**config.mk**
```make
export PLATFORM = sky130hd
export DESIGN_NAME = weighted_random_select_unit
export DESIGN_NICKNAME = d
export VERILOG_FILES = /design/src/rtl/wrs_pkg.sv /design/src/rtl/wrs_ram.sv /design/src/rtl/wrs_ctrl.sv /design/src/rtl/wrs_datapath.sv /design/src/rtl/weighted_random_select_unit.sv
export SDC_FILE = /design/constraint.sdc
export NUM_CORES = 1
export LEC_CHECK = 0
export BUFFER_PORTS_ARGS = -buffer_cell sky130_fd_sc_hd__buf_2
export CORE_MARGIN = 4
export CORE_UTILIZATION = 36
export DETAILED_ROUTE_END_ITERATION = 8
export PLACE_DENSITY = 0.48
export SLEW_MARGIN = 0
export SYNTH_ARGS = -nofsm -noshare
export SYNTH_HDL_FRONTEND = slang
export SYNTH_SLANG_ARGS = --single-unit
```
**constraint.sdc**
```tcl
create_clock -name clk -period 8.9 [get_ports clk]
set_input_delay 0.445 -clock clk [delete_from_list [all_inputs] [get_ports clk]]
set_output_delay 0.445 -clock clk [all_outputs]
set_load 0.05 [all_outputs]
```
**src/rtl/wrs_pkg.sv**
```systemverilog
// Shared constants, state type and controller/datapath interface structs.
`default_nettype none
package wrs_pkg;

  localparam int TABLE_ENTRIES_DEF = 64;
  localparam int WEIGHT_BITS_DEF   = 16;

  localparam int IDX_W       = 6;   // entry and range index fields
  localparam int IN_WEIGHT_W = 16;  // weight_value field
  localparam int RND_W       = 32;  // random_word field
  localparam int TOTAL_OUT_W = 22;  // range_total field
  localparam int MOD_CNT_W   = $clog2(RND_W);

  localparam logic KIND_WRITE = 1'b0;
  localparam logic KIND_DRAW  = 1'b1;

  typedef enum logic [2:0] {
    ST_IDLE,
    ST_SUM,
    ST_MOD,
    ST_FIND,
    ST_FINISH
  } state_t;

  typedef struct packed {
    logic accept;     // capture the input word
    logic sum_step;   // walk the range, accumulate the total
    logic mod_init;   // restart the walk, clear the remainder
    logic mod_step;   // one restoring-division step
    logic find_step;  // walk the range, accumulate the running sum
    logic pick_load;  // latch the index of the current entry
    logic out_load;   // move the result into the output register
  } cmd_t;

  typedef struct packed {
    logic walk_done;
    logic total_zero;
    logic mod_last;
    logic found;
    logic out_free;
  } status_t;

endpackage
`default_nettype wire

```
**src/rtl/wrs_ram.sv**
```systemverilog
// Generic single-write, single-read RAM with registered read data.
`default_nettype none
module wrs_ram #(
  parameter int WIDTH = 16,
  parameter int DEPTH = 64
) (
  input  wire logic                     clk,
  input  wire logic                     we,
  input  wire logic [$clog2(DEPTH)-1:0] waddr,
  input  wire logic [WIDTH-1:0]         wdata,
  input  wire logic [$clog2(DEPTH)-1:0] raddr,
  output logic      [WIDTH-1:0]         rdata
);

  logic [WIDTH-1:0] mem [DEPTH];

  always_ff @(posedge clk) begin
    if (we) begin
      mem[waddr] <= wdata;
    end
    rdata <= mem[raddr];
  end

endmodule
`default_nettype wire

```
**src/rtl/wrs_ctrl.sv**
```systemverilog
// Sequencer for the sum, modulo, search and result phases of a draw.
`default_nettype none
module wrs_ctrl
  import wrs_pkg::*;
(
  input  wire logic    clk,
  input  wire logic    rst,
  input  wire logic    in_valid,
  input  wire logic    kind,
  input  wire status_t status,
  output logic         in_stall,
  output cmd_t         cmd
);

  state_t state;
  state_t state_next;

  always_ff @(posedge clk) begin
    if (rst) begin
      state <= ST_IDLE;
    end else begin
      state <= state_next;
    end
  end

  always_comb begin
    state_next = state;
    unique case (state)
      ST_IDLE: begin
        if (in_valid && (kind == KIND_DRAW)) begin
          state_next = ST_SUM;
        end
      end
      ST_SUM: begin
        if (status.walk_done) begin
          state_next = status.total_zero ? ST_FINISH : ST_MOD;
        end
      end
      ST_MOD: begin
        if (status.mod_last) begin
          state_next = ST_FIND;
        end
      end
      ST_FIND: begin
        if (status.found || status.walk_done) begin
          state_next = ST_FINISH;
        end
      end
      ST_FINISH: begin
        if (status.out_free) begin
          state_next = ST_IDLE;
        end
      end
      default: state_next = ST_IDLE;
    endcase
  end

  always_comb begin
    cmd      = '0;
    in_stall = 1'b1;
    unique case (state)
      ST_IDLE: begin
        in_stall   = 1'b0;
        cmd.accept = in_valid;
      end
      ST_SUM: begin
        cmd.sum_step = 1'b1;
        cmd.mod_init = status.walk_done && !status.total_zero;
      end
      ST_MOD: begin
        cmd.mod_step = 1'b1;
      end
      ST_FIND: begin
        cmd.find_step = 1'b1;
        cmd.pick_load = status.found;
      end
      ST_FINISH: begin
        cmd.out_load = status.out_free;
      end
      default: begin
        cmd = '0;
      end
    endcase
  end

endmodule
`default_nettype wire

```
**src/rtl/wrs_datapath.sv**
```systemverilog
// Weight table, range walker, modulo unit and output register.
`default_nettype none
module wrs_datapath
  import wrs_pkg::*;
#(
  parameter int TABLE_ENTRIES = TABLE_ENTRIES_DEF,
  parameter int WEIGHT_BITS   = WEIGHT_BITS_DEF
) (
  input  wire logic                   clk,
  input  wire logic                   rst,
  input  wire cmd_t                   cmd,
  output status_t                     status,
  input  wire logic                   kind,
  input  wire logic [IDX_W-1:0]       entry_index,
  input  wire logic [IN_WEIGHT_W-1:0] weight_value,
  input  wire logic [IDX_W-1:0]       range_first,
  input  wire logic [IDX_W-1:0]       range_last,
  input  wire logic [RND_W-1:0]       random_word,
  output logic                        out_valid,
  input  wire logic                   out_stall,
  output logic [IDX_W-1:0]            chosen_index,
  output logic                        empty_res,
  output logic [TOTAL_OUT_W-1:0]      range_total
);

  // Only entries reachable through a 6-bit index are stored.
  localparam int IDX_SPAN   = 1 << IDX_W;
  localparam int DEPTH      = (TABLE_ENTRIES < IDX_SPAN) ? TABLE_ENTRIES : IDX_SPAN;
  localparam int ADDR_W     = $clog2(DEPTH);
  localparam int TOTAL_W    = WEIGHT_BITS + IDX_W;
  localparam int PTR_W      = IDX_W + 1;

  logic [DEPTH-1:0]       valid;
  logic                   ram_we;
  logic [WEIGHT_BITS-1:0] rdata;
  logic [ADDR_W-1:0]      raddr;

  logic [IDX_W-1:0]       first_r;
  logic [IDX_W-1:0]       last_r;
  logic [RND_W-1:0]       rnd_sh;
  logic [PTR_W-1:0]       issue_idx;
  logic [IDX_W-1:0]       data_idx;
  logic                   pend;
  logic                   data_ok;
  logic [TOTAL_W-1:0]     total;
  logic [TOTAL_W-1:0]     run;
  logic [TOTAL_W-1:0]     rem;
  logic [MOD_CNT_W-1:0]   mod_cnt;
  logic [IDX_W-1:0]       pick;

  logic                   walk_step;
  logic                   issue_ok;
  logic                   issue_in_tab;
  logic                   widx_in_tab;
  logic [WEIGHT_BITS-1:0] weight;
  logic [TOTAL_W-1:0]     run_sum;
  logic [TOTAL_W:0]       rem_sh;
  logic                   rem_ge;
  logic                   total_zero;

  assign walk_step    = cmd.sum_step || cmd.find_step;
  assign issue_ok     = issue_idx <= {1'b0, last_r};
  assign issue_in_tab = issue_idx < PTR_W'(DEPTH);
  assign widx_in_tab  = {1'b0, entry_index} < PTR_W'(DEPTH);
  assign raddr        = issue_idx[ADDR_W-1:0];
  assign ram_we       = cmd.accept && (kind == KIND_WRITE) && widx_in_tab;
  assign weight       = (pend && data_ok) ? rdata : '0;
  assign run_sum      = run + TOTAL_W'(weight);
  assign rem_sh       = {rem, rnd_sh[RND_W-1]};
  assign rem_ge       = rem_sh >= {1'b0, total};
  assign total_zero   = total == '0;

  assign status.walk_done  = !pend && !issue_ok;
  assign status.total_zero = total_zero;
  assign status.mod_last   = mod_cnt == '1;
  assign status.found      = pend && (rem < run_sum);
  assign status.out_free   = !out_valid || !out_stall;

  wrs_ram #(
    .WIDTH (WEIGHT_BITS),
    .DEPTH (DEPTH)
  ) u_table (
    .clk   (clk),
    .we    (ram_we),
    .waddr (entry_index[ADDR_W-1:0]),
    .wdata (WEIGHT_BITS'(weight_value)),
    .raddr (raddr),
    .rdata (rdata)
  );

  // Entries never written read as zero.
  always_ff @(posedge clk) begin
    if (rst) begin
      valid <= '0;
    end else if (ram_we) begin
      valid[entry_index[ADDR_W-1:0]] <= 1'b1;
    end
  end

  always_ff @(posedge clk) begin
    if (rst) begin
      pend <= 1'b0;
    end else if (cmd.accept || cmd.mod_init) begin
      pend <= 1'b0;
    end else if (walk_step) begin
      pend <= issue_ok;
    end
  end

  always_ff @(posedge clk) begin
    if (cmd.accept) begin
      first_r   <= range_first;
      last_r    <= range_last;
      rnd_sh    <= random_word;
      issue_idx <= {1'b0, range_first};
      total     <= '0;
    end else if (cmd.mod_init) begin
      issue_idx <= {1'b0, first_r};
      run       <= '0;
      rem       <= '0;
      mod_cnt   <= '0;
      pick      <= last_r;
    end else begin
      if (walk_step && issue_ok) begin
        issue_idx <= issue_idx + PTR_W'(1);
        data_idx  <= issue_idx[IDX_W-1:0];
        data_ok   <= issue_in_tab && valid[raddr];
      end
      if (cmd.sum_step) begin
        total <= total + TOTAL_W'(weight);
      end
      if (cmd.find_step) begin
        run <= run_sum;
      end
      if (cmd.mod_step) begin
        rem     <= rem_ge ? TOTAL_W'(rem_sh - {1'b0, total}) : TOTAL_W'(rem_sh);
        rnd_sh  <= {rnd_sh[RND_W-2:0], 1'b0};
        mod_cnt <= mod_cnt + MOD_CNT_W'(1);
      end
      if (cmd.pick_load) begin
        pick <= data_idx;
      end
    end
  end

  always_ff @(posedge clk) begin
    if (rst) begin
      out_valid <= 1'b0;
    end else if (cmd.out_load) begin
      out_valid <= 1'b1;
    end else if (!out_stall) begin
      out_valid <= 1'b0;
    end
  end

  always_ff @(posedge clk) begin
    if (cmd.out_load) begin
      chosen_index <= total_zero ? '0 : pick;
      empty_res    <= total_zero;
      range_total  <= TOTAL_OUT_W'(total);
    end
  end

endmodule
`default_nettype wire

```
**src/rtl/weighted_random_select_unit.sv**
```systemverilog
// Top level of the weighted random selection (roulette wheel) unit.
//
// Input channel (in_valid / in_stall): each word is either a table write
// (kind = write) that stores weight_value at entry_index, or a draw
// (kind = draw) over the inclusive range range_first..range_last using
// random_word as raw random bits. Writes beyond the table are dropped;
// range entries beyond the table count as weight zero.
// Output channel (out_valid / out_stall): one word per draw, none per write:
// chosen_index, empty_res (inverted range or zero total) and range_total.
// Sequence: a draw sums the weights over its range, reduces the random word
// modulo the total in the bit-serial modulo unit, runs the cumulative search
// until the pick is found and hands off the result; an empty draw skips the
// modulo and search phases. The table has one read port, so each walk
// reads one entry per cycle; the modulo unit resolves one quotient bit
// per cycle. One word is worked on at a time.
// A finished result sits in the output register, so the next input word is
// taken while the receiver stalls; a second result waits until it is free.
// Reset clears the controller, the output valid and every table entry's valid bit.
`default_nettype none
module weighted_random_select_unit
  import wrs_pkg::*;
#(
  parameter int TABLE_ENTRIES = TABLE_ENTRIES_DEF,
  parameter int WEIGHT_BITS   = WEIGHT_BITS_DEF
) (
  input  wire logic                   clk,
  input  wire logic                   rst,
  input  wire logic                   in_valid,
  output logic                        in_stall,
  input  wire logic                   kind,
  input  wire logic [IDX_W-1:0]       entry_index,
  input  wire logic [IN_WEIGHT_W-1:0] weight_value,
  input  wire logic [IDX_W-1:0]       range_first,
  input  wire logic [IDX_W-1:0]       range_last,
  input  wire logic [RND_W-1:0]       random_word,
  output logic                        out_valid,
  input  wire logic                   out_stall,
  output logic [IDX_W-1:0]            chosen_index,
  output logic                        empty_res,
  output logic [TOTAL_OUT_W-1:0]      range_total
);

  cmd_t    cmd;
  status_t status;

  // Controller: accepts words in idle, then for a draw steps the datapath through
  // the sum walk, the modulo reduction, the search walk and the result hand-off.
  wrs_ctrl u_ctrl (
    .clk      (clk),
    .rst      (rst),
    .in_valid (in_valid),
    .kind     (kind),
    .status   (status),
    .in_stall (in_stall),
    .cmd      (cmd)
  );

  // Datapath: weight RAM, walk pointers, accumulators, remainder and the
  // output register.
  wrs_datapath #(
    .TABLE_ENTRIES (TABLE_ENTRIES),
    .WEIGHT_BITS   (WEIGHT_BITS)
  ) u_dp (
    .clk          (clk),
    .rst          (rst),
    .cmd          (cmd),
    .status       (status),
    .kind         (kind),
    .entry_index  (entry_index),
    .weight_value (weight_value),
    .range_first  (range_first),
    .range_last   (range_last),
    .random_word  (random_word),
    .out_valid    (out_valid),
    .out_stall    (out_stall),
    .chosen_index (chosen_index),
    .empty_res    (empty_res),
    .range_total  (range_total)
  );

`ifndef ASSERT_OFF
  // An accepted word never produces a result in the very next cycle.
  a_no_instant_result: assert property (@(posedge clk) disable iff (rst)
    (in_valid && !in_stall) |=> !cmd.out_load)
    else $error("result loaded right after an input word was accepted");

  // The output register is only overwritten when it is free.
  a_no_overwrite: assert property (@(posedge clk) disable iff (rst)
    cmd.out_load |-> (!out_valid || !out_stall))
    else $error("pending result overwritten");

  // An empty result carries zero index and zero total.
  a_empty_fields: assert property (@(posedge clk) disable iff (rst)
    (out_valid && empty_res) |-> (chosen_index == '0 && range_total == '0))
    else $error("empty result with nonzero fields");
`endif

endmodule
`default_nettype wire
```
* Word-level counts from Yosys, hierarchy flattened
Memories as Yosys holds them, arrays and structs flattened. A register that Yosys moved wholly into a read port is not among the register bits. Cells that the tools add are included.
Word-level totals: register bits 233, bits in latches 0, RAM bits 1024, bits in read-only memories 0, bits of input ports 71, output and inout bits 31, logic and storage cells 116, memories kept 1
Memories:
- u_dp.u_table.mem | depth 64, bits a word 16, read ports 1, clocked after memory_dff 1, wr ports 1, line wrs_ram.sv:15 | logic [WIDTH-1:0] mem [DEPTH];
Operators by class: add/sub/neg operators 5, multiply operators 0, divide/modulo/power cells 0, magnitude comparators 7, eq/ne operators 12, shift-type cells 0, mux-type cells 34, bitwise operators 4, reductions and logical operators 34
Operators by type and width (count):
- 32-bit two-way mux | 3
- 22-bit two-way mux | 3
- 64-bit OR | 1
- 22-bit by 16-bit adder with 22-bit output | 2
- 6-bit two-way mux | 5
- 23-bit by 22-bit greater-or-equal comparator with 1-bit output | 1
- 22-bit zero test | 1
- 22-bit < comparator | 1
- 22-bit subtractor | 1
- 3-bit two-way mux | 6
- 16-bit two-way mux | 1
- 3-bit case mux with 5 select lines | 1
- 6-bit by 7-bit < comparator with 1-bit output (second input constant) | 2
- 2-bit by 1-bit inequality test with 1-bit output (second input constant) | 6
- 1-bit two-way mux | 10
- 2-bit AND reduction | 5
- 1-bit logical AND | 9
- 2-bit nonzero test | 4
- 7-bit by 1-bit adder with 7-bit output (second input constant) | 1
- 7-bit by 6-bit less-or-equal comparator with 1-bit output | 1
- 7-bit < comparator (second input constant) | 1
- 1-bit binary-select mux with 6-bit select | 1
- 1-bit demux with 6-bit select | 1
- 3-bit by 2-bit == test with 1-bit output (second input constant) | 2
- 16 further kinds | 27

* Longest topological paths before layout
Gate-level depths: netlist of run 1.
word-level depth 11, gate-level depth with buffers 26, mapped depth without buffers 23

* Hierarchy
A second synthesis of run 1 with hierarchy kept.
Unflattened totals: cell total of the unflattened synthesis 3198, area total of the unflattened synthesis 53735.3 um^2
By module, submodules not included:
- wrs_ram | instances 1, cells each 1829, area an instance 40042.2 um^2
- wrs_datapath | instances 1, cells each 1340, area an instance 13471.7 um^2
- wrs_ctrl | instances 1, cells each 29, area an instance 221.5 um^2

* Worst setup path before layout of run 1
Ideal clock, no wire load.
path kind register to register, start register u_dp.pend, end register u_dp.pick[0], enable pin, arrival 5072 ps, path slack 3450 ps, stages on the path, launching flop included 27, path buffers 3, cells stage by stage dfxtp_1 -> buf_4 -> and2_1 -> buf_2 -> clkbuf_1 -> nand2_1 -> xnor2_1 -> ha_1 -> a41oi_1 -> o21ai_1 -> o211ai_1 -> nor4_1 -> o32ai_1 -> nand4_1 -> or2_2 -> a41oi_1 -> nand2_1 -> ha_1 -> a21o_1 -> a21o_1 -> a21o_1 -> a221o_1 -> a211oi_1 -> nor2_1 -> nor3_1 -> o21ai_0 -> o21ai_0
Between the ends: cells in the longest elaborated chain, start to end 8
RTL lines:
- from (decl) | line wrs_datapath.sv:43 | logic pend;
- from (signal assigned) | line wrs_datapath.sv:106 | pend <= issue_ok;
- 1-bit logical AND | line wrs_datapath.sv:67 | assign weight = (pend && data_ok) ? rdata : '0;
- 16-bit two-way mux | line wrs_datapath.sv:67
- 22-bit by 16-bit adder with 22-bit output | line wrs_datapath.sv:68 | assign run_sum = run + TOTAL_W'(weight);
- 22-bit < comparator | line wrs_datapath.sv:76 | assign status.found = pend && (rem < run_sum);
- 1-bit logical AND | line wrs_datapath.sv:76
- 2-bit two-way mux | line wrs_ctrl.sv:61 | unique case (state)
- 2-bit nonzero test (no source line) (*)
- 2-bit AND reduction (no source line) (*)
- to (signal assigned) | line wrs_datapath.sv:122 | pick <= last_r;
- to (signal assigned) | line wrs_datapath.sv:141 | pick <= data_idx;
- to (decl) | line wrs_datapath.sv:49 | logic [IDX_W-1:0] pick;
Every way passes the cells marked *; elsewhere a longest branch is shown, timed or not. A chain may end at the register's enable or synchronous reset.

* Worst setup path in the final report of run 1
start register u_dp.pend, end register u_dp.pick[3], enable pin
The elaborated chain is that of the path after synthesis.

==> results of run 1 <==
[synth_stat cells, types with 5 or more instances]
cell type | number | area [µm²]
o21ai_0 | 72 | 360
buf_1 | 21 | 78.8
o21ba_2 | 12 | 120
xor2_1 | 21 | 184
clkbuf_1 | 99 | 372
inv_1 | 54 | 203
dfxtp_1 | 108 | 2160
o21bai_1 | 5 | 37.5
a211oi_1 | 17 | 128
nor2b_1 | 17 | 106
nand3_1 | 37 | 185
a22oi_1 | 12 | 90.1
nand4_1 | 9 | 56.3
o31ai_1 | 7 | 52.6
mux2_2 | 17 | 191
a21o_1 | 21 | 158
nand2b_1 | 11 | 68.8
o22ai_1 | 6 | 37.5
mux4_2 | 340 | 7660
nor4_1 | 9 | 56.3
a31oi_1 | 11 | 68.8
nor2_1 | 276 | 1040
buf_2 | 36 | 180
o21a_1 | 14 | 105
and3_1 | 23 | 144
ha_1 | 68 | 851
and2_1 | 8 | 50.1
nand2_1 | 192 | 721
o211ai_1 | 16 | 120
nor3_1 | 23 | 115
a21oi_1 | 60 | 300
xnor2_1 | 43 | 377
edfxtp_1 | 1165 | 35000
or3_1 | 11 | 68.8
mux2i_1 | 32 | 320
nand3b_1 | 8 | 60.1
[flip-flops by register name (all words and copies together) (netlist names), 7 cells and up]
register	flops
u_dp.run	22
u_dp.u_table.rdata	16
u_dp.rem	22
u_dp.rnd_sh	32
u_dp.valid	64
u_dp.range_total	22
u_dp.u_table.mem	1024
u_dp.total	22
u_dp.issue_idx	7
[kinds of logic (layout without fill, tap and decap cells)]
| logic type | count (synthesis) | after routing | share of synthesized area |
|---|---|---|---|
| buffers and inverters | 218 | 529 | 0.0172 |
| xor gates and xnor gates | 64 | 64 | 0.0106 |
| DFF | 1273 | 1273 | 0.704 |
| and+or+nand+nor | 655 | 655 | 0.0559 |
| AOI/OAI and AO/OA | 312 | 312 | 0.0403 |
| muxes | 389 | 389 | 0.155 |
| adders and majority gates | 71 | 71 | 0.0169 |
| other | 0 | 5 | 0 |
[power groups by stage]
stage               Combinational (W)  Sequential [W]  Clock [W]
floorplan                     0.00227         0.00689          0
global placement              0.00340         0.00694          0
detailed placement            0.00342         0.00695          0
CTS                           0.00344         0.00683    0.00581
global route                  0.00359         0.00684    0.00607
finish                        0.00333         0.00683    0.00566
[metal layers]
metal  track usage  up-vias
li1              -    12295
met1         0.243    14690
met2         0.315      717
met3        0.0315      157
met4        0.0458        2
met5             0        -
[metrics by stage]
step | setup WS [ps] | hold slack [ps]
final | 2550 | 66.7
after global routing | 2080 | 39.6
after CTS | 2550 | 0.347
after detailed placement | 2590 | 455
after global placement | 2550 | 444
after floorplan | 3450 | 403
[area by class of cell]
type	instances	area (µm²)	share of cell area
Clock inverter	71	693	0.0114
Clock buffer	184	3830	0.0629
Tap cell	1917	2400	0.0394
Antenna cell	5	12.5	0.000206
Multi-Input combinational cell	1491	15000	0.246
Sequential cell	1273	37100	0.610
Timing Repair Buffer	220	1570	0.0258
Inverter	54	203	0.00333
[worst register-to-register path, delay by kind of cell (launching register included)]
| family | cells | cell delay [ps] |
|---|---|---|
| xor gates and xnor gates | 1 | 150 |
| AOI/OAI and AO/OA | 12 | 3030 |
| buffers and inverters | 2 | 520 |
| and+or+nand+nor | 8 | 1570 |
| adders and majority gates | 2 | 390 |
| DFF | 1 | 310 |
[worst max-delay path by stage]
| stage | start | to | slack (ps) |
|---|---|---|---|
| 2_1_floorplan | u_dp.pend$_SDFFE_PP0N_ | u_dp.pick[0]$_DFFE_PP_ | 3450 |
| 3_3_place_gp | u_dp.pend$_SDFFE_PP0N_ | u_dp.pick[3]$_DFFE_PP_ | 2550 |
| 3_5_place_dp | u_dp.pend$_SDFFE_PP0N_ | u_dp.pick[3]$_DFFE_PP_ | 2590 |
| 4_1_cts | u_dp.pend$_SDFFE_PP0N_ | u_dp.pick[3]$_DFFE_PP_ | 2550 |
| 5_1_grt | u_dp.pend$_SDFFE_PP0N_ | u_dp.pick[0]$_DFFE_PP_ | 2080 |
| 6_report | u_dp.pend$_SDFFE_PP0N_ | u_dp.pick[3]$_DFFE_PP_ | 2550 |
==> flow_results.org, run 1 <==
** Floorplan
- Width of the die :: 391 µm
- Placeable Area :: 146000 µm²
- Measured along the y axis, the die boundary spans between 300 and 400 µm.
- Effective utilization at floorplan :: 0.362
- Std cell rows :: 140
- Number of primary I/O pins :: 102
- The die covers approximately 150000 µm².

** Drt
- Drt initial violations :: 2154
- In the routed layout, each cell is associated on average with a via count of 5.34.
- Summed over all nets, wire length on met3 after detailed routing comes to around 6400 µm.
- Post-detailed-route count of antenna-violating nets :: 0
- After detailed routing, no signal wire sits above met5.
- The routed design uses around 70000 µm of met2 wire.
- Dividing the detail-routed wire length by the instance count gives 26.8 µm.
- Met1 layer wirelength in the final routing :: 59900 µm
- The pre-antenna-repair detailed-routing pass consisted of 5 iterations.
- Vias after detailed routing :: 27.9k
- Wirelength, routed :: 140000 µm
- Drt drc :: 0

** Power and ir drop
- For this design the static power due to leakage is between 15 and 20 nW.
- Share of total power consumed by net switching :: 0.280
- Areal power density over the cells :: approximately 260 nW/µm²
- Internal portion of total power :: 0.0114 W
- Sequential Power Share :: 0.432
- Clock network power share :: 0.358
- Reported net switching power :: 0.00443 W
- Of the total power, combinational logic draws 0.211.
- Total power of the final layout :: 0.0158 W
- Worst vdd ir :: around 0.24 mV

** Worst setup path
- On the worst path, the slowest cell contributes a delay of 610 ps.
- Data on the critical path arrives at its endpoint at ~6700 ps.
- For this design, the slowest cell found on the critical path is o21ai_0.
- Critical Path Most Common Cell :: a21o_1
- The critical path runs through a total of 25 cells.
- Of all nets on the critical path, the largest fanout is 26.
- Element type at the critical path end :: flop
- The worst register-to-register path begins at u_dp.pend$_SDFFE_PP0N_.
- The worst setup path is launched from a flop.
- Data required time of the critical path :: 9270 ps
- Capture point of the worst reg-to-reg path :: u_dp.pick[3]$_DFFE_PP_
- Worst path bufs/invs :: 2
- Number of cells on the worst reg-to-reg path :: 25
- The cell family contributing the most delay on the critical path is compound AO/OA/AOI/OAI gates.
- Type of the setup path with the least slack :: flop to flop
- Register-to-register setup slack :: 2550 ps

** STA
- In the final timing run, aggregate negative setup slack is 0 ps.
- Maximum achievable frequency :: 157 MHz
- In this run the tightest slew margin relative to its limit is 0.133.
- Across the routed clock network, the largest skew measured is about 28 ps.
- Subtracting the final worst setup slack from the clock period gives 6350 ps.
- The hold violation count in the final report is 0.
- Least-Margin Pin Slew :: 1300 ps
- Setup repair after global routing missed its margin :: no
- Final setup fails :: 0
- The number of max-slew violations in the final report was 0.
- Post-route clock period utilization :: 0.714

** Placed design
- Once placement completed, the tool counted placed cells totaling 4911.
- DP HPWL :: between 80000 and 90000 µm
- Routability Congestion :: 0.812
- In this run the cell area measured after placement is 55900 µm².
- Number of port buffers :: 101

** Min path
- Cell depth of the worst hold path :: 2
- HP Start :: rst
- In this run the worst hold path is classified as input port to flop.
- The worst hold path terminates at u_dp.valid[63]$_SDFFE_PP0P_.

** Logic synthesis
- Synthesis handed over a netlist of 2982 instances.
- After synthesis, the mean cell area works out to 17.7 µm².
- Share of flip-flops with an asynchronous set or reset :: 0
- Sequential element share of the synthesized area :: 0.704
- Area of the mapped netlist :: roughly 53000 µm²
- Syn nets :: about 3.1k
- The Yosys step of the flow raised 0 warnings.
- Synthesis instantiated 87 different standard cells from the library.
- The synthesized design contains 1273 register bits.
- The most used flip-flop cell after synthesis is edfxtp_1.
- Counting flops with a built-in enable in the synthesized netlist gives 1165.

** Cells and area
- Of the cells placed in the final design, the portion with a size suffix greater than 1 is 0.254.
- With fillers left out, the area of the finished cells amounts to about 60000 µm².
- Leaving out fill and tap cells, the most frequent cell in the layout is edfxtp_1.
- Counting the fill cells in the layout gives between 10k and 15k.
- Final layout net count :: about 3.3k
- Post-Route Utilization :: 0.418
- Count of placed standard cells in the final layout, fillers left out :: roughly 5.2k
- The area growth from synthesis to layout is 15.3%.
- Most frequent cells in the layout :: edfxtp_1 (1165), mux4_2 (340), nor2_1 (212)

** Clock tree
- Maximum number of buffers from clock root to sink :: 3
- Clock latency at the later pin of the worst-skew pair :: 760 ps
- Clock tree synthesis inserted a total of 143 buffers.
- In this run the post-CTS setup repair buffer count came out at 0.
- The clock tree synthesis step divided the H-tree into 4 levels.
- Clock-pin slew was measured on the worst setup and hold paths at 60 ps.
- Sink count of the clock tree :: 1273
- The number of hold buffers added after CTS was 44.
- Clock tree from TritonCTS :: built
- Count of instances resized after the clock tree is built :: 0
- The tree is rooted in a clkbuf_16.

** Run
- Maximum capacitance violations :: 0

** GRT
- The number of antenna violations at the first check in global routing came to 9.
- Via count of the first global-routing pass :: 29.2k
- Largest net degree at the start of global routing :: about 130
- Global-route congestion overflow total :: 0
- For this run, the total global-route usage over all layers was measured as 0.183.
- Wire length of the first global-routing pass :: just over 200000 µm

** Status
- Outcome :: complete, no violations
No activity file was read; power rests on OpenSTA's default activity.
==> run 2: changes to the inputs <==
--- a/config.mk
+++ b/config.mk
@@ -9,7 +9,7 @@
 export CORE_MARGIN = 4
 export CORE_UTILIZATION = 36
 export DETAILED_ROUTE_END_ITERATION = 8
-export PLACE_DENSITY = 0.48
+export PLACE_DENSITY = 0.49
 export SLEW_MARGIN = 0
 export SYNTH_ARGS = -nofsm -noshare
 export SYNTH_HDL_FRONTEND = slang
==> constraint.sdc (replaced) <==
create_clock -name clk -period 5.2 [get_ports clk]
set_input_delay 0.26 -clock clk [delete_from_list [all_inputs] [get_ports clk]]
set_output_delay 0.26 -clock clk [all_outputs]
set_load 0.05 [all_outputs]
==> run 2 against run 1 <==
Sequential power increased by 71%; maximum frequency increased by 29%; hold slack improved by 20 ps; non-clock buffer count increased by 71; first-iteration DRC count increased by 9.0%; count of clock-buffer cells in the layout increased by 8; wire length decreased by 0.14%; sequential share of layout area decreased by 0.41 points; critical endpoint is now u_dp.pick[0]$_DFFE_PP_; largest cell class unchanged.
==> flow_results.org, run 2 (same netlist as run 1, synthesis figures left out) <==
** Worst setup path
- By startpoint and endpoint, the worst setup path is classified as flop to flop.
- Data required time of the critical path :: 5650 ps
- In this run the worst path has a maximum fanout of 6.
- Number of cells on the worst reg-to-reg path :: 23
- Arrival @ worst endpoint :: about 5400 ps
- The worst setup path is launched from a flop.
- Element type at the critical path end :: flop

** Placed design
- DP HPWL :: roughly 82000 µm
- During placement, the flow inserted port buffers numbering 101.
- Number of instances in the placed design :: 4975
- The congestion estimate from routability-driven global placement came to 0.822.

** Drt
- After detailed routing, the number of remaining DRC violations is 0.
- In the final routed layout, each cell accounts on average for 26.4 µm.
- Average via count per standard cell :: 5.33
- Vias after detailed routing :: 28.2k
- Wirelength, routed :: 139000 µm
- Highest Signal Layer :: met5
- WL met3 :: 6320 µm
- The detail route stage leaves a number of antenna-violating nets equal to 0.
- In the final routing, the length of wire on met1 measures roughly 60000 µm.
- Router iterations before antenna repair :: 5
- Wire segments on met2 add up to around 70000 µm in the final route.
- The first routing iteration left 2348 violations.

** Floorplan
- After floorplanning, the core was sized to cover 146000 µm².
- Effective utilization at floorplan :: 0.362
- The die is 391 µm tall.
- Die area :: 153000 µm²
- around 100 I/O pins were placed.
- The floorplan has 140 rows.
- Width of the die :: approximately 400 µm

** Min path
- Along the worst hold path, the cell count comes to 2.
- The worst hold path belongs to the class input port to flop.

** Clock tree
- Clock-pin slew on the worst setup and hold paths :: approximately 60 ps
- The number of clock buffers added by TritonCTS is 140.
- Clock latency at the later pin of the worst-skew pair :: 760 ps
- H-tree levels :: 4
- TritonCTS built the clock tree.
- Maximum number of buffers from clock root to sink :: 3
- CTS Root Buffer Type :: clkbuf_16
- Sink count of the clock tree :: roughly 1.3k

** Power and ir drop
- Share of total power in combinational logic :: 0.218
- Areal power density over the cells :: 438 nW/µm²
- Reported net switching power :: between 0.007 and 0.008 W
- Of the total power, the clock network draws 0.347.
- Static Leakage :: 20.1 nW
- Share of total power consumed by net switching :: 0.282
- Sequential Power Share :: 0.435
- Internal power comes to 0.0192 W.
- Worst vdd ir :: 0.394 mV

** GRT
- For this run, the total global-route usage over all layers was measured as 0.182.
- Wire length of the first global-routing pass :: between 200000 and 250000 µm
- Initial antenna violation count :: 7
- Entering global routing, the biggest net connects 126 pins.
- The total overflow left after global routing is 0.
- The via count of the first global-routing pass is between 20k and 30k.

** STA
- Subtracting the final worst setup slack from the clock period gives 4930 ps.
- Slew headroom :: 0.111
- The hold violation count in the final report is 0.
- At the pin with the least slew margin, the transition time is between 1000 and 1500 ps.
- Total count of max-transition violations in the final report :: 0
- Setup TNS :: 0 ps
- Maximum achievable frequency :: approximately 200 MHz
- Clock Skews :: 46.3 ps
- Post-route clock period utilization :: 0.947
- Setup violations remaining at the end of the flow were counted as 0.

** Cells and area
- Final layout net count :: 3391
- Area growth syn-to-layout :: 16.1%
- Most frequent cells in the layout :: edfxtp_1 (1165), mux4_2 (340), nor2_1 (212)
- Fill cells in the final layout number 12.8k.
- The library cell used most frequently in the layout, excluding fill and tap cells, is edfxtp_1.
- Footprint of the flip-flops and latches :: ~37000 µm²
- Register name with the most flops :: u_dp.u_table.mem
- Summing all multi-input logic gate instances after layout gives approximately 15000 µm².
- The largest registers in the layout are u_dp.u_table.mem: 1024 flops, u_dp.valid: 64 flops, u_dp.rnd_sh: 32 flops.
- Count of placed standard cells in the final layout, fillers left out :: 5279
- Of the cells placed in the final design, the portion with a size suffix greater than 1 is 0.270.
- Max reg flops :: 1024

** Run
- Across the run, the number of max-cap violations was 0.

** Status
- Outcome :: complete, no violations
[run 2: cell count changes in the layout (fill, tap and decap cells not counted), moves of 5 or more]
cell       previous run  this run
nor2_2               45        64
bufinv_16             6         1
clkbuf_16           146       141
nor2_4               19         0
clkbuf_1             35        46
buf_4                70       134
[run 2: timing repair]
action                                  CTS  global route
pin swaps                                 1            13
hold buffers                             46             0
endpoints found under the hold margin    58             0
gates resized for setup                   3            19
buffers inserted                          3             2
endpoints found under the setup margin    6             9
[run 2: final timing paths]
check             slack, ps                        start                           end
hold / removal           90               random_word[0]  u_dp.rnd_sh[0]$_SDFFCE_PN0P_
setup reg to reg        270       u_dp.data_ok$_DFFE_PP_        u_dp.pick[0]$_DFFE_PP_
hold reg to reg         470  u_dp.valid[46]$_SDFFE_PP0P_   u_dp.valid[46]$_SDFFE_PP0P_
setup / recovery        270       u_dp.data_ok$_DFFE_PP_        u_dp.pick[0]$_DFFE_PP_
[run 2: routing by layer]
layer	up-vias	track usage
met2	745	0.311
met5	-	0
met3	192	0.0295
met4	2	0.0507
li1	12439	-
met1	14783	0.242
[run 2: worst max-delay path, cell delays in order (launching register included)]
cell	delay (ps)
edfxtp_1	400
and3_4	200
ha_1	200
ha_1	220
a41oi_2	180
o21ai_1	90
o211ai_1	180
nor4_1	110
o32ai_1	360
nand4_1	240
buf_4	210
o21ai_4	150
a21oi_1	100
a31o_2	260
ha_4	240
a21o_1	160
a21o_1	170
a221o_1	340
a211oi_2	180
nor2_1	70
nor3_2	140
o21ai_1	110
o21ai_2	150
buf_6	140
[run 2: layout make-up]
cell class,instances,share of cell area
Tap cell,1917,0.0392
Sequential cell,1273,0.606
Clock buffer,192,0.0615
Antenna cell,4,0.000163
Timing Repair Buffer,291,0.0353
Clock inverter,57,0.00923
Multi-Input combinational cell,1491,0.245
Inverter,54,0.00331
[run 2: power groups by stage]
stage | sequential, W | clock (W) | combinational, W
after CTS | 0.0117 | 0.00959 | 0.00602
after global placement | 0.0119 | 0 | 0.00592
after floorplan | 0.0118 | 0 | 0.00388
after detailed placement | 0.0119 | 0 | 0.00597
final | 0.0117 | 0.00931 | 0.00586
after global routing | 0.0117 | 0.0100 | 0.00628
[run 2: metrics by stage]
step	total power, W	setup slack, ps	hold slack, ps	utilization	instance area, µm²
floorplan	0.0157	24.8	359	-	52800
global placement	0.0178	-119	444	0.387	56300
detailed placement	0.0178	-62.6	445	0.387	56300
CTS	0.0273	8.05	28.1	0.420	61100
global route	0.0280	-18.8	19.5	0.421	61200
finish	0.0268	273	86.5	0.421	61300
